File: config.mk
export PLATFORM = sky130hd
export DESIGN_NAME = rect_occupancy_bitmap_top_flat
export DESIGN_NICKNAME = d
export VERILOG_FILES = /design/src/design/roc_pkg.sv /design/src/design/roc_if.sv /design/src/design/rect_occupancy_bitmap_top.sv /design/src/design/roc_ctrl.sv /design/src/design/roc_dp.sv /design/src/flat_wrapper.sv
export SDC_FILE = /design/constraint.sdc
export NUM_CORES = 2
export LEC_CHECK = 0
export ABC_CLOCK_PERIOD_IN_PS = 11900
export BUFFER_PORTS_ARGS = -buffer_cell sky130_fd_sc_hd__buf_2
export CAP_MARGIN = 20
export CORE_ASPECT_RATIO = 0.9
export CORE_UTILIZATION = 44
export CTS_CLUSTER_SIZE = 16
export DETAILED_ROUTE_END_ITERATION = 10
export HOLD_SLACK_MARGIN = 0.02
export PLACE_DENSITY = 0.67
export SLEW_MARGIN = 15
export SYNTH_ARGS = -nofsm -noshare
export SYNTH_HDL_FRONTEND = slang
export SYNTH_HIERARCHICAL = 1
export SYNTH_SLANG_ARGS = --single-unit
File: constraint.sdc
create_clock -name clk -period 11.9 [get_ports clk]
set_input_delay 2.38 -clock clk [delete_from_list [all_inputs] [get_ports clk]]
set_output_delay 2.38 -clock clk [all_outputs]
set_load 0.02 [all_outputs]
File: src/design/roc_pkg.sv
// Shared types and constants for the rectangle occupancy bitmap.
// No dependencies; used by roc_in_if, the top, the controller and the datapath.
package roc_pkg;

  localparam int OP_W  = 2;
  localparam int POS_W = 9;
  localparam int EXT_W = 10;
  localparam int SUM_W = 11;

  localparam int DEF_GRID_ROWS = 64;
  localparam int DEF_GRID_COLS = 64;
  localparam int DEF_CELL_SIZE = 8;

  // Reciprocal divide: exact for sums below 2**SUM_W and cell sizes up to 64
  localparam int DIV_SH  = 18;
  localparam int RECIP_W = 19;

  localparam logic [OP_W-1:0] OP_TEST  = 2'd0;
  localparam logic [OP_W-1:0] OP_MARK  = 2'd1;
  localparam logic [OP_W-1:0] OP_CLEAR = 2'd2;

  typedef struct packed {
    logic load;
    logic setup;
    logic clr_step;
    logic issue;
    logic modify;
    logic finish;
  } roc_cmd_t;

  typedef struct packed {
    logic clr_last;
    logic rows_left;
  } roc_stat_t;

endpackage

File: src/design/roc_if.sv
// Valid/ready channel interfaces for rectangle requests and hit results.
// Depends on roc_pkg for the field widths.
interface roc_in_if;
  import roc_pkg::*;
  logic             valid;
  logic             ready;
  logic [OP_W-1:0]  op;
  logic [POS_W-1:0] rect_x;
  logic [POS_W-1:0] rect_y;
  logic [EXT_W-1:0] rect_w;
  logic [EXT_W-1:0] rect_h;

  modport source (output valid, op, rect_x, rect_y, rect_w, rect_h, input ready);
  modport sink   (input valid, op, rect_x, rect_y, rect_w, rect_h, output ready);
endinterface

interface roc_out_if;
  logic valid;
  logic ready;
  logic hit;

  modport source (output valid, hit, input ready);
  modport sink   (input valid, hit, output ready);
endinterface

File: src/design/rect_occupancy_bitmap_top.sv
// Rectangle occupancy bitmap: a GRID_ROWS x GRID_COLS grid of occupancy bits,
// one word per grid row. Each request tests, marks or clears the cells under
// a pixel rectangle (cell edges at coordinate / CELL_SIZE, clamped to the
// grid) and returns one hit beat; the unused opcode changes nothing and
// returns no hit. After reset the block zeroes the row store with
// in_ch.ready low. Each item then occupies the block through its divide and
// clamp stages, a read-modify-write of one row word per cycle for each grid
// row it covers, and its result stage. A finished result waits in its own
// register, so the next request is taken while out_ch is stalled.
module rect_occupancy_bitmap_top #(
  parameter int GRID_ROWS = roc_pkg::DEF_GRID_ROWS,
  parameter int GRID_COLS = roc_pkg::DEF_GRID_COLS,
  parameter int CELL_SIZE = roc_pkg::DEF_CELL_SIZE
) (
  input  logic       clk,
  input  logic       rst_n,
  roc_in_if.sink     in_ch,
  roc_out_if.source  out_ch
);
  import roc_pkg::*;

  roc_cmd_t  cmd;
  roc_stat_t stat;

  roc_ctrl u_ctrl (
    .clk       (clk),
    .rst_n     (rst_n),
    .in_valid  (in_ch.valid),
    .in_ready  (in_ch.ready),
    .out_ready (out_ch.ready),
    .out_valid (out_ch.valid),
    .stat      (stat),
    .cmd       (cmd)
  );

  roc_dp #(
    .GRID_ROWS (GRID_ROWS),
    .GRID_COLS (GRID_COLS),
    .CELL_SIZE (CELL_SIZE)
  ) u_dp (
    .clk    (clk),
    .rst_n  (rst_n),
    .cmd    (cmd),
    .op     (in_ch.op),
    .rect_x (in_ch.rect_x),
    .rect_y (in_ch.rect_y),
    .rect_w (in_ch.rect_w),
    .rect_h (in_ch.rect_h),
    .stat   (stat),
    .hit    (out_ch.hit)
  );

endmodule

File: src/design/roc_ctrl.sv
// Controller for the rectangle occupancy bitmap: clearing pass, per-item
// sequencing and the result beat. Depends on roc_pkg.
module roc_ctrl (
  input  logic               clk,
  input  logic               rst_n,
  input  logic               in_valid,
  output logic               in_ready,
  input  logic               out_ready,
  output logic               out_valid,
  input  roc_pkg::roc_stat_t stat,
  output roc_pkg::roc_cmd_t  cmd
);
  import roc_pkg::*;

  localparam logic [2:0] ST_CLEAR = 3'd0;
  localparam logic [2:0] ST_IDLE  = 3'd1;
  localparam logic [2:0] ST_DIV   = 3'd2;
  localparam logic [2:0] ST_SETUP = 3'd3;
  localparam logic [2:0] ST_RUN   = 3'd4;
  localparam logic [2:0] ST_DONE  = 3'd5;

  logic [2:0] state_r, state_nxt;
  logic       pend_r, pend_nxt;
  logic       out_valid_r, out_valid_nxt;

  always_comb begin
    state_nxt = state_r;
    cmd       = '0;
    unique case (state_r)
      ST_CLEAR: begin
        cmd.clr_step = 1'b1;
        if (stat.clr_last) begin
          state_nxt = ST_IDLE;
        end
      end
      ST_IDLE: begin
        if (in_valid) begin
          cmd.load  = 1'b1;
          state_nxt = ST_DIV;
        end
      end
      ST_DIV: begin
        state_nxt = ST_SETUP;
      end
      ST_SETUP: begin
        cmd.setup = 1'b1;
        state_nxt = ST_RUN;
      end
      ST_RUN: begin
        // read one row while the previous one is written back
        cmd.issue  = stat.rows_left;
        cmd.modify = pend_r;
        if (!stat.rows_left) begin
          state_nxt = ST_DONE;
        end
      end
      ST_DONE: begin
        if (!out_valid_r || out_ready) begin
          cmd.finish = 1'b1;
          state_nxt  = ST_IDLE;
        end
      end
      default: begin
        state_nxt = ST_CLEAR;
      end
    endcase
  end

  assign pend_nxt      = cmd.issue;
  assign out_valid_nxt = cmd.finish ? 1'b1 : (out_ready ? 1'b0 : out_valid_r);

  always_ff @(posedge clk) begin
    if (!rst_n) begin
      state_r     <= ST_CLEAR;
      pend_r      <= 1'b0;
      out_valid_r <= 1'b0;
    end else begin
      state_r     <= state_nxt;
      pend_r      <= pend_nxt;
      out_valid_r <= out_valid_nxt;
    end
  end

  assign in_ready  = (state_r == ST_IDLE);
  assign out_valid = out_valid_r;

endmodule

File: src/design/roc_dp.sv
// Datapath for the rectangle occupancy bitmap: cell-index divide and clamp,
// column mask, row store and hit accumulation. Depends on roc_pkg.
module roc_dp #(
  parameter int GRID_ROWS = roc_pkg::DEF_GRID_ROWS,
  parameter int GRID_COLS = roc_pkg::DEF_GRID_COLS,
  parameter int CELL_SIZE = roc_pkg::DEF_CELL_SIZE
) (
  input  logic                      clk,
  input  logic                      rst_n,
  input  roc_pkg::roc_cmd_t         cmd,
  input  logic [roc_pkg::OP_W-1:0]  op,
  input  logic [roc_pkg::POS_W-1:0] rect_x,
  input  logic [roc_pkg::POS_W-1:0] rect_y,
  input  logic [roc_pkg::EXT_W-1:0] rect_w,
  input  logic [roc_pkg::EXT_W-1:0] rect_h,
  output roc_pkg::roc_stat_t        stat,
  output logic                      hit
);
  import roc_pkg::*;

  localparam int AW    = (GRID_ROWS > 1) ? $clog2(GRID_ROWS) : 1;
  localparam int CW    = $clog2(GRID_ROWS + 1);
  localparam int CCW   = $clog2(GRID_COLS + 1);
  localparam int PW    = SUM_W + RECIP_W;
  localparam int RECIP = ((1 << DIV_SH) + CELL_SIZE - 1) / CELL_SIZE;
  localparam logic [RECIP_W-1:0] RECIP_C = RECIP_W'(RECIP);

  logic [GRID_COLS-1:0] mem [GRID_ROWS];

  logic [OP_W-1:0]      op_r;
  logic [SUM_W-1:0]     xs_r, xe_r, ys_r, ye_r;
  logic [SUM_W-1:0]     qxs_r, qxe_r, qys_r, qye_r;
  logic [PW-1:0]        pxs, pxe, pys, pye;
  logic [CCW-1:0]       c0, c1;
  logic [CW-1:0]        r0, r1;
  logic [GRID_COLS-1:0] mask, mask_r;
  logic [CW-1:0]        r1_r;
  logic [CW-1:0]        cnt_r, cnt_nxt;
  logic [AW-1:0]        wr_row_r;
  logic [GRID_COLS-1:0] rd_q_r;
  logic                 hit_acc_r, hit_r;
  logic                 we;
  logic [AW-1:0]        waddr;
  logic [GRID_COLS-1:0] wdata;

  // capture the request with both edges as pixel sums
  always_ff @(posedge clk) begin
    if (cmd.load) begin
      op_r <= op;
      xs_r <= SUM_W'(rect_x);
      xe_r <= SUM_W'(rect_x) + SUM_W'(rect_w);
      ys_r <= SUM_W'(rect_y);
      ye_r <= SUM_W'(rect_y) + SUM_W'(rect_h);
    end
  end

  // divide by the cell size as a multiply by its rounded-up reciprocal
  assign pxs = PW'(xs_r) * PW'(RECIP_C);
  assign pxe = PW'(xe_r) * PW'(RECIP_C);
  assign pys = PW'(ys_r) * PW'(RECIP_C);
  assign pye = PW'(ye_r) * PW'(RECIP_C);

  always_ff @(posedge clk) begin
    qxs_r <= pxs[DIV_SH +: SUM_W];
    qxe_r <= pxe[DIV_SH +: SUM_W];
    qys_r <= pys[DIV_SH +: SUM_W];
    qye_r <= pye[DIV_SH +: SUM_W];
  end

  // clamp to the grid and build the column mask
  always_comb begin
    c0 = (qxs_r > SUM_W'(GRID_COLS)) ? CCW'(GRID_COLS) : qxs_r[CCW-1:0];
    c1 = (qxe_r > SUM_W'(GRID_COLS)) ? CCW'(GRID_COLS) : qxe_r[CCW-1:0];
    r0 = (qys_r > SUM_W'(GRID_ROWS)) ? CW'(GRID_ROWS) : qys_r[CW-1:0];
    r1 = (qye_r > SUM_W'(GRID_ROWS)) ? CW'(GRID_ROWS) : qye_r[CW-1:0];
    for (int i = 0; i < GRID_COLS; i++) begin
      mask[i] = (CCW'(i) >= c0) && (CCW'(i) < c1);
    end
  end

  always_ff @(posedge clk) begin
    if (cmd.setup) begin
      mask_r <= mask;
      r1_r   <= r1;
    end
  end

  // row counter walks the clearing pass and then each item's rows
  always_comb begin
    cnt_nxt = cnt_r;
    if (cmd.setup) begin
      cnt_nxt = r0;
    end else if (cmd.clr_step || cmd.issue) begin
      cnt_nxt = cnt_r + CW'(1);
    end
  end

  always_ff @(posedge clk) begin
    if (!rst_n) begin
      cnt_r <= '0;
    end else begin
      cnt_r <= cnt_nxt;
    end
  end

  assign stat.clr_last  = (cnt_r == CW'(GRID_ROWS - 1));
  assign stat.rows_left = (cnt_r < r1_r);

  always_ff @(posedge clk) begin
    if (cmd.issue) begin
      rd_q_r   <= mem[cnt_r[AW-1:0]];
      wr_row_r <= cnt_r[AW-1:0];
    end
  end

  always_comb begin
    we    = 1'b0;
    waddr = cnt_r[AW-1:0];
    wdata = '0;
    if (cmd.clr_step) begin
      we = 1'b1;
    end else if (cmd.modify) begin
      waddr = wr_row_r;
      case (op_r)
        OP_MARK: begin
          we    = 1'b1;
          wdata = rd_q_r | mask_r;
        end
        OP_CLEAR: begin
          we    = 1'b1;
          wdata = rd_q_r & ~mask_r;
        end
        default: begin
          we    = 1'b0;
          wdata = rd_q_r;
        end
      endcase
    end
  end

  always_ff @(posedge clk) begin
    if (we) begin
      mem[waddr] <= wdata;
    end
  end

  always_ff @(posedge clk) begin
    if (cmd.setup) begin
      hit_acc_r <= 1'b0;
    end else if (cmd.modify && (op_r == OP_TEST) && (|(rd_q_r & mask_r))) begin
      hit_acc_r <= 1'b1;
    end
    if (cmd.finish) begin
      hit_r <= hit_acc_r;
    end
  end

  assign hit = hit_r;

endmodule

File: src/flat_wrapper.sv
// flat-port wrapper written by rule: the top's interface ports become plain ports
module rect_occupancy_bitmap_top_flat import roc_pkg::*;
#(
  parameter int GRID_ROWS = roc_pkg::DEF_GRID_ROWS,
  parameter int GRID_COLS = roc_pkg::DEF_GRID_COLS,
  parameter int CELL_SIZE = roc_pkg::DEF_CELL_SIZE
)
  (clk, rst_n, in_ch_valid, in_ch_op, in_ch_rect_x, in_ch_rect_y, in_ch_rect_w, in_ch_rect_h, in_ch_ready, out_ch_valid, out_ch_hit, out_ch_ready);
  roc_in_if in_ch_i ();
  roc_out_if out_ch_i ();
  input  logic clk;
  input  logic rst_n;
  input wire logic [$bits(in_ch_i.valid)-1:0] in_ch_valid;
  input wire logic [$bits(in_ch_i.op)-1:0] in_ch_op;
  input wire logic [$bits(in_ch_i.rect_x)-1:0] in_ch_rect_x;
  input wire logic [$bits(in_ch_i.rect_y)-1:0] in_ch_rect_y;
  input wire logic [$bits(in_ch_i.rect_w)-1:0] in_ch_rect_w;
  input wire logic [$bits(in_ch_i.rect_h)-1:0] in_ch_rect_h;
  output wire logic [$bits(in_ch_i.ready)-1:0] in_ch_ready;
  output wire logic [$bits(out_ch_i.valid)-1:0] out_ch_valid;
  output wire logic [$bits(out_ch_i.hit)-1:0] out_ch_hit;
  input wire logic [$bits(out_ch_i.ready)-1:0] out_ch_ready;
  assign in_ch_i.valid = in_ch_valid;
  assign in_ch_i.op = in_ch_op;
  assign in_ch_i.rect_x = in_ch_rect_x;
  assign in_ch_i.rect_y = in_ch_rect_y;
  assign in_ch_i.rect_w = in_ch_rect_w;
  assign in_ch_i.rect_h = in_ch_rect_h;
  assign in_ch_ready = in_ch_i.ready;
  assign out_ch_valid = out_ch_i.valid;
  assign out_ch_hit = out_ch_i.hit;
  assign out_ch_i.ready = out_ch_ready;
  rect_occupancy_bitmap_top #(.GRID_ROWS(GRID_ROWS), .GRID_COLS(GRID_COLS), .CELL_SIZE(CELL_SIZE)) u_core (.clk(clk), .rst_n(rst_n), .in_ch(in_ch_i), .out_ch(out_ch_i));
endmodule
* After elaboration in Yosys (flattened, before gate mapping)
Memory sizes are Yosys's and may differ from the RTL's. A register that Yosys moved wholly into a read port is not among the register bits.
Index checks and enable logic that the tools add are counted.
** Word-level totals
- Bits in writable memories :: 4096
- Bits of input ports :: 44
- ROM bits :: 0
- Bits in latches :: 0
- Bits in registers :: 161
- Word-level logic and storage cells :: 276
- Memories kept :: 1
** Memories
- u_core.u_dp.mem :: words 64, bits a word 64, read ports 1, clocked after memory_dff 1, write ports 1, line roc_dp.sv:28 : logic [GRID_COLS-1:0] mem [GRID_ROWS];
** Operators by class
- Reduce and logical (&&, ||, !) cells :: 76
- Shifts and indexed selects :: 0
- Mux-type cells :: 29
- Add/subtract/negate cells :: 3
- $lt $le $gt $ge :: 133
- Equality and inequality tests :: 12
- Bitwise logic cells :: 4
- Multiply operators :: 0
- Div/mod/pow operators :: 0
** Operator list (number)
- greater-or-equal comparator 6 x 7 -> 1 bit (first input constant) :: 32
- less-than comparator 6 x 7 -> 1 bit (first input constant) :: 32
- AND 64 bit :: 2
- two-way mux 64 bit :: 2
- case mux 64 bit (2 select lines) :: 1
- greater-or-equal comparator 5 x 7 -> 1 bit (first input constant) :: 16
- less-than comparator 5 x 7 -> 1 bit (first input constant) :: 16
- logical AND 1 bit :: 66
- NOT 64 bit :: 1
- bitwise OR 64 bit :: 1
- OR reduction 64 bit :: 1
- greater-or-equal comparator 4 x 7 -> 1 bit (first input constant) :: 8
- less-than comparator 4 x 7 -> 1 bit (first input constant) :: 8
- two-way mux 7 bit :: 5
- greater-or-equal comparator 3 x 7 -> 1 bit (first input constant) :: 4
- less-than comparator 3 x 7 -> 1 bit (first input constant) :: 4
- adder 9 x 10 -> 11 bit :: 2
- case mux 3 bit (6 select lines) :: 1
- greater-than comparator 8 x 7 -> 1 bit (second input constant) :: 2
- greater-or-equal comparator 1 x 7 -> 1 bit (first input constant) :: 2
- greater-or-equal comparator 2 x 7 -> 1 bit (first input constant) :: 2
- greater-than comparator 6 x 7 -> 1 bit (second input constant) :: 2
- less-than comparator 1 x 7 -> 1 bit (first input constant) :: 2
- less-than comparator 2 x 7 -> 1 bit (first input constant) :: 2
- 21 further kinds :: 43

* Longest topological paths before layout
- Word-level depth :: 7
- Depth in mapped cells :: 18
- Gate-level depth less buffers :: 15

* Cells and area by module
Netlist, hierarchy kept.
** Modules (own cells, without submodules)
- roc_dp :: area an instance 165637.6 sq um, cells each 7371, sequential area each 128883.6 sq um, times used 1
- roc_ctrl :: area an instance 302.8 sq um, cells each 32, sequential area each 100.1 sq um, times used 1

* Least setup slack after synthesis
Ideal clock, no wire load.
- Path kind :: reg2reg
- Start :: register u_core.u_ctrl.state_r[2]
- End :: memory u_core/u_dp/mem[52][0] in the netlist's numbering (enable)
- Data required time :: 11.414 ns
- Period minus slack after synthesis :: 5.223 ns
- Setup slack :: 6.677 ns
- Arrival time :: 4.736 ns
- Buffers on the path :: 1
- Cell stages (with the launch flop) :: 8
- Path through :: dfxtp_1 -> nand2b_4 -> nor3b_1 -> nor2b_1 -> clkbuf_1 -> a21oi_1 -> or3_1 -> nor2_1
** RTL lines
- from (decl) :: line roc_ctrl.sv:22 : logic [2:0] state_r, state_nxt;
- from (signal assigned) :: line roc_ctrl.sv:78 : state_r <= state_nxt;
- to (decl) :: line roc_dp.sv:28

==> reports/qor_table.md <==
| Quantity | Reported |
|---|---|
| Number of I/O port buffers | 46 |
| Most used flip-flop cell after synthesis | sky130_fd_sc_hd__edfxtp_1 |
| Arrival time worst endpoint | 6140 ps |
| Library cell with the highest instance count after synthesis | sky130_fd_sc_hd__edfxtp_1 |
| Via count of the first global-routing pass | 82507 |
| Die span in y | 585 microns |
| Final Setup Violations | 0 |
| DR iter-0 viols | 13754 |
| Share of post-route cells with drive strength above 1 | 0.272 |
| Hold-fix buffers, CTS | 0 |
| Status | completed |
| Initial core utilization | 0.443 |
| Total nets after synthesis | 7473 |
| TritonCTS clock tree | yes |
| CTS root buffer | sky130_fd_sc_hd__clkbuf_16 |
| Data required time at the worst endpoint | 12400 ps |
| Part of the Yosys area used for sequential elements | 0.777 |
| Final Power | 30700 uW |
| Startpoint of the most critical setup path | u_core/u_ctrl/state_r[2]$_SDFFE_PN0P_ |
| Mean number of vias per cell | 6.48 |
| Capture point of the critical path | u_core/u_dp/mem[24][56]$_DFFE_PP_ |
| Avg WL per Cell | 36.4 microns |
| Total CTS buffers | 416 |
| Leakage Power | 0.0482 uW |
| DRC violations left | 0 |
| Initial antenna violation count | 18 |
| Total half-perimeter wirelength after legalization and detailed placement | 256 mm |
| Synthesized instance count | 7403 |
| Max_cap viols | 0 |
| Count of vias placed by the detailed router | 84365 |
| Post-synthesis to final-layout area growth | 13.0% |
| Slew Limit Fails | 0 |
| Maximum number of pins on one net before global-route repair | 135 |
| Synthesized area divided by synthesized cell count | 22.4 sq um |
| Final min period | 5640 ps |
| Crit. End Element | flop |
| Final Wtd Congestion | 0.944 |
| Critical-path maximum fanout | 35 |
| H-Tree Level Count | 5 |
| Number of nets with antenna violations after routing | 0 |
| Power density over the cells | 164 nW/um^2 |
| DRT Pass-1 Iters | 8 |
| Worst R2R Start | u_core/u_ctrl/state_r[2]$_SDFFE_PN0P_ |
| Post_cts resized | 0 |
| RSZ-0062 raised after global routing | false |
| Number of nets in the final layout | 7795 |
| Number of top-level design ports | 47 |
| Proportion of netlist area held by the largest area contributor | 0.772 |
| Worst reg-to-reg path cell count | 8 |
| Netlist Area Pre-Place | 166000 sq um |
| Hold Fails Final Rpt | 0 |
| Clock slew at the register clock pins of the worst setup and hold paths | 60 ps |
| Post-placement worst setup slack | 6570 ps |
| Clock sinks | 4309 |
| Die outline width | 649 microns |
| Post-Route Setup TNS | 0 ps |
| Leading cell types by count after synthesis | 4268 x sky130_fd_sc_hd__edfxtp_1, 1111 x sky130_fd_sc_hd__mux4_2, 252 x sky130_fd_sc_hd__nor2_1 |
| Number of distinct library cells after synthesis | 62 |
| Final setup skew | 74.3 ps |
| Number of rows created at floorplan | 213 |
| Die outline area | 380000 sq um |
| Classification of the worst-slack hold path | flop to flop |
| Final instance area | 187000 sq um |
| Slew of the pin with the lowest slew margin | 1220 ps |
| All-layer global routing usage | 0.246 |
| Share of synthesized flip-flops with an asynchronous set or reset | 0 |
| Core Area | 375000 sq um |
| Post-detailed-routing wire length | 474 mm |
| Number of synthesized flops with an enable pin | 4268 |
| Source-to-sink clock delay at the later pin of the worst-skew pair | 950 ps |
| Placed Instance Area | 174000 sq um |
| Flip-flop and latch count after synthesis | 4309 |
| Global-route wire length before repair | 655 mm |
| Max_slew headroom | 0.189 |
| Register-to-register setup slack | 6260 ps |
| Clock buffer depth | 4 |
| Worst reg2reg endpoint | u_core/u_dp/mem[24][56]$_DFFE_PP_ |
| Peak supply drop | 0.128 mV |
| Worst Setup Slack, final | 6260 ps |
| Number of synthesis warnings | 6 |
| Final hold slack | 332 ps |
| GRT overflow | 0 |
| Kind of critical path | flop to flop |
| Crit start category | flop |
| Post-CTS setup repair buffer count | 0 |
| Leading post-synthesis cells by cell area | sky130_fd_sc_hd__edfxtp_1 77%, sky130_fd_sc_hd__mux4_2 15%, sky130_fd_sc_hd__mux2i_1 0.86% |
| Cell type contributing the most total cell area after synthesis | sky130_fd_sc_hd__edfxtp_1 |
| Highest clock rate | 0.177 GHz |
| Share of the clock period used by the worst path after layout | 0.474 |
[cell families after synthesis]
logic type / Yosys count / share of synthesized area
buffers and inverters: 439 / 0.0125
xor gates and xnor gates: 16 / 0.000844
AOI/OAI and AO/OA: 700 / 0.0303
and+or+nand+nor: 646 / 0.0168
muxes: 1267 / 0.160
DFF: 4309 / 0.777
adders and majority gates: 26 / 0.00196
[metrics by stage]
stage                util  instances
finish              0.500      13013
global route        0.500      13009
CTS                 0.499      12989
detailed placement  0.464      12233
global placement    0.463      12214
floorplan               -       7403
[layout make-up]
type                       instances  area [sq um]
tap                             4945          6190
sequential                      4309        129000
inverter                          20          95.1
multi-input combinational       2655         35900
clock inverter                   236          2150
timing repair buffer             323          2980
antenna                            5          12.5
fill                           28937        187000
clock buffer                     520         11100
[state kept, by name (all words and copies together) (netlist names), 2 cells and up]
signal and cells:
u_core/u_dp/r1_r 7, u_core/u_dp/xs_r 6, u_core/u_dp/qxs_r 6, u_core/u_dp/qys_r 6, u_core/u_dp/wr_row_r 6, u_core/u_dp/cnt_r 7
u_core/u_ctrl/state_r 3, u_core/u_dp/ys_r 6, u_core/u_dp/qye_r 8, u_core/u_dp/ye_r 8, u_core/u_dp/mask_r 64, u_core/u_dp/op_r 2
u_core/u_dp/mem 4096, u_core/u_dp/rd_q_r 64, u_core/u_dp/xe_r 8, u_core/u_dp/qxe_r 8
[worst min-delay path by stage]
stage                                               from                      endpoint  cells after the start
after global placement    u_core/u_dp/ye_r[10]$_DFFE_PP_  u_core/u_dp/qye_r[7]$_DFF_P_                      0
after global routing       u_core/u_dp/ye_r[9]$_DFFE_PP_  u_core/u_dp/qye_r[6]$_DFF_P_                      0
final                      u_core/u_dp/ye_r[9]$_DFFE_PP_  u_core/u_dp/qye_r[6]$_DFF_P_                      0
after CTS                  u_core/u_dp/ys_r[7]$_DFFE_PP_  u_core/u_dp/qys_r[4]$_DFF_P_                      0
after floorplan            u_core/u_dp/xe_r[3]$_DFFE_PP_  u_core/u_dp/qxe_r[0]$_DFF_P_                      0
after detailed placement  u_core/u_dp/xe_r[10]$_DFFE_PP_  u_core/u_dp/qxe_r[7]$_DFF_P_                      0
[report_power, final]
group          total (uW)  internal, uW  switching, uW
Combinational        1190           459            734
Clock               13000          7330           5620
Sequential          16600         16500           38.8
Total               30700         24300           6400
[worst max-delay path, stage by stage, from the launching register on]
cell and delay (ps):
sky130_fd_sc_hd__dfxtp_1 540, sky130_fd_sc_hd__nand2b_4 120, sky130_fd_sc_hd__nor3b_1 690, sky130_fd_sc_hd__nor2b_1 790
sky130_fd_sc_hd__mux2i_1 480, sky130_fd_sc_hd__nand2_1 540, sky130_fd_sc_hd__nor2_4 230, sky130_fd_sc_hd__buf_4 690
sky130_fd_sc_hd__buf_4 1030
[cells in the final DEF, fill, tap and decap left out, types with 98 or more instances in the layout]
master and n:
sky130_fd_sc_hd__edfxtp_1 4268, sky130_fd_sc_hd__mux4_2 1111, sky130_fd_sc_hd__clkbuf_16 422, sky130_fd_sc_hd__buf_4 231
sky130_fd_sc_hd__nand2_1 231, sky130_fd_sc_hd__mux2i_1 142, sky130_fd_sc_hd__nor2_4 130, sky130_fd_sc_hd__nor2_1 121
sky130_fd_sc_hd__o21ai_0 102, sky130_fd_sc_hd__clkinv_1 100, sky130_fd_sc_hd__a221oi_1 98
[per-layer routing]
layer  vias up  track usage  wire, microns
met5         -            0             48
met4         8       0.0914          20400
met3       978       0.0649          61200
met2      5760        0.375         215000
met1     45397        0.344         177000
li1      32222            -              -
Power figures use the tool's default switching activity.
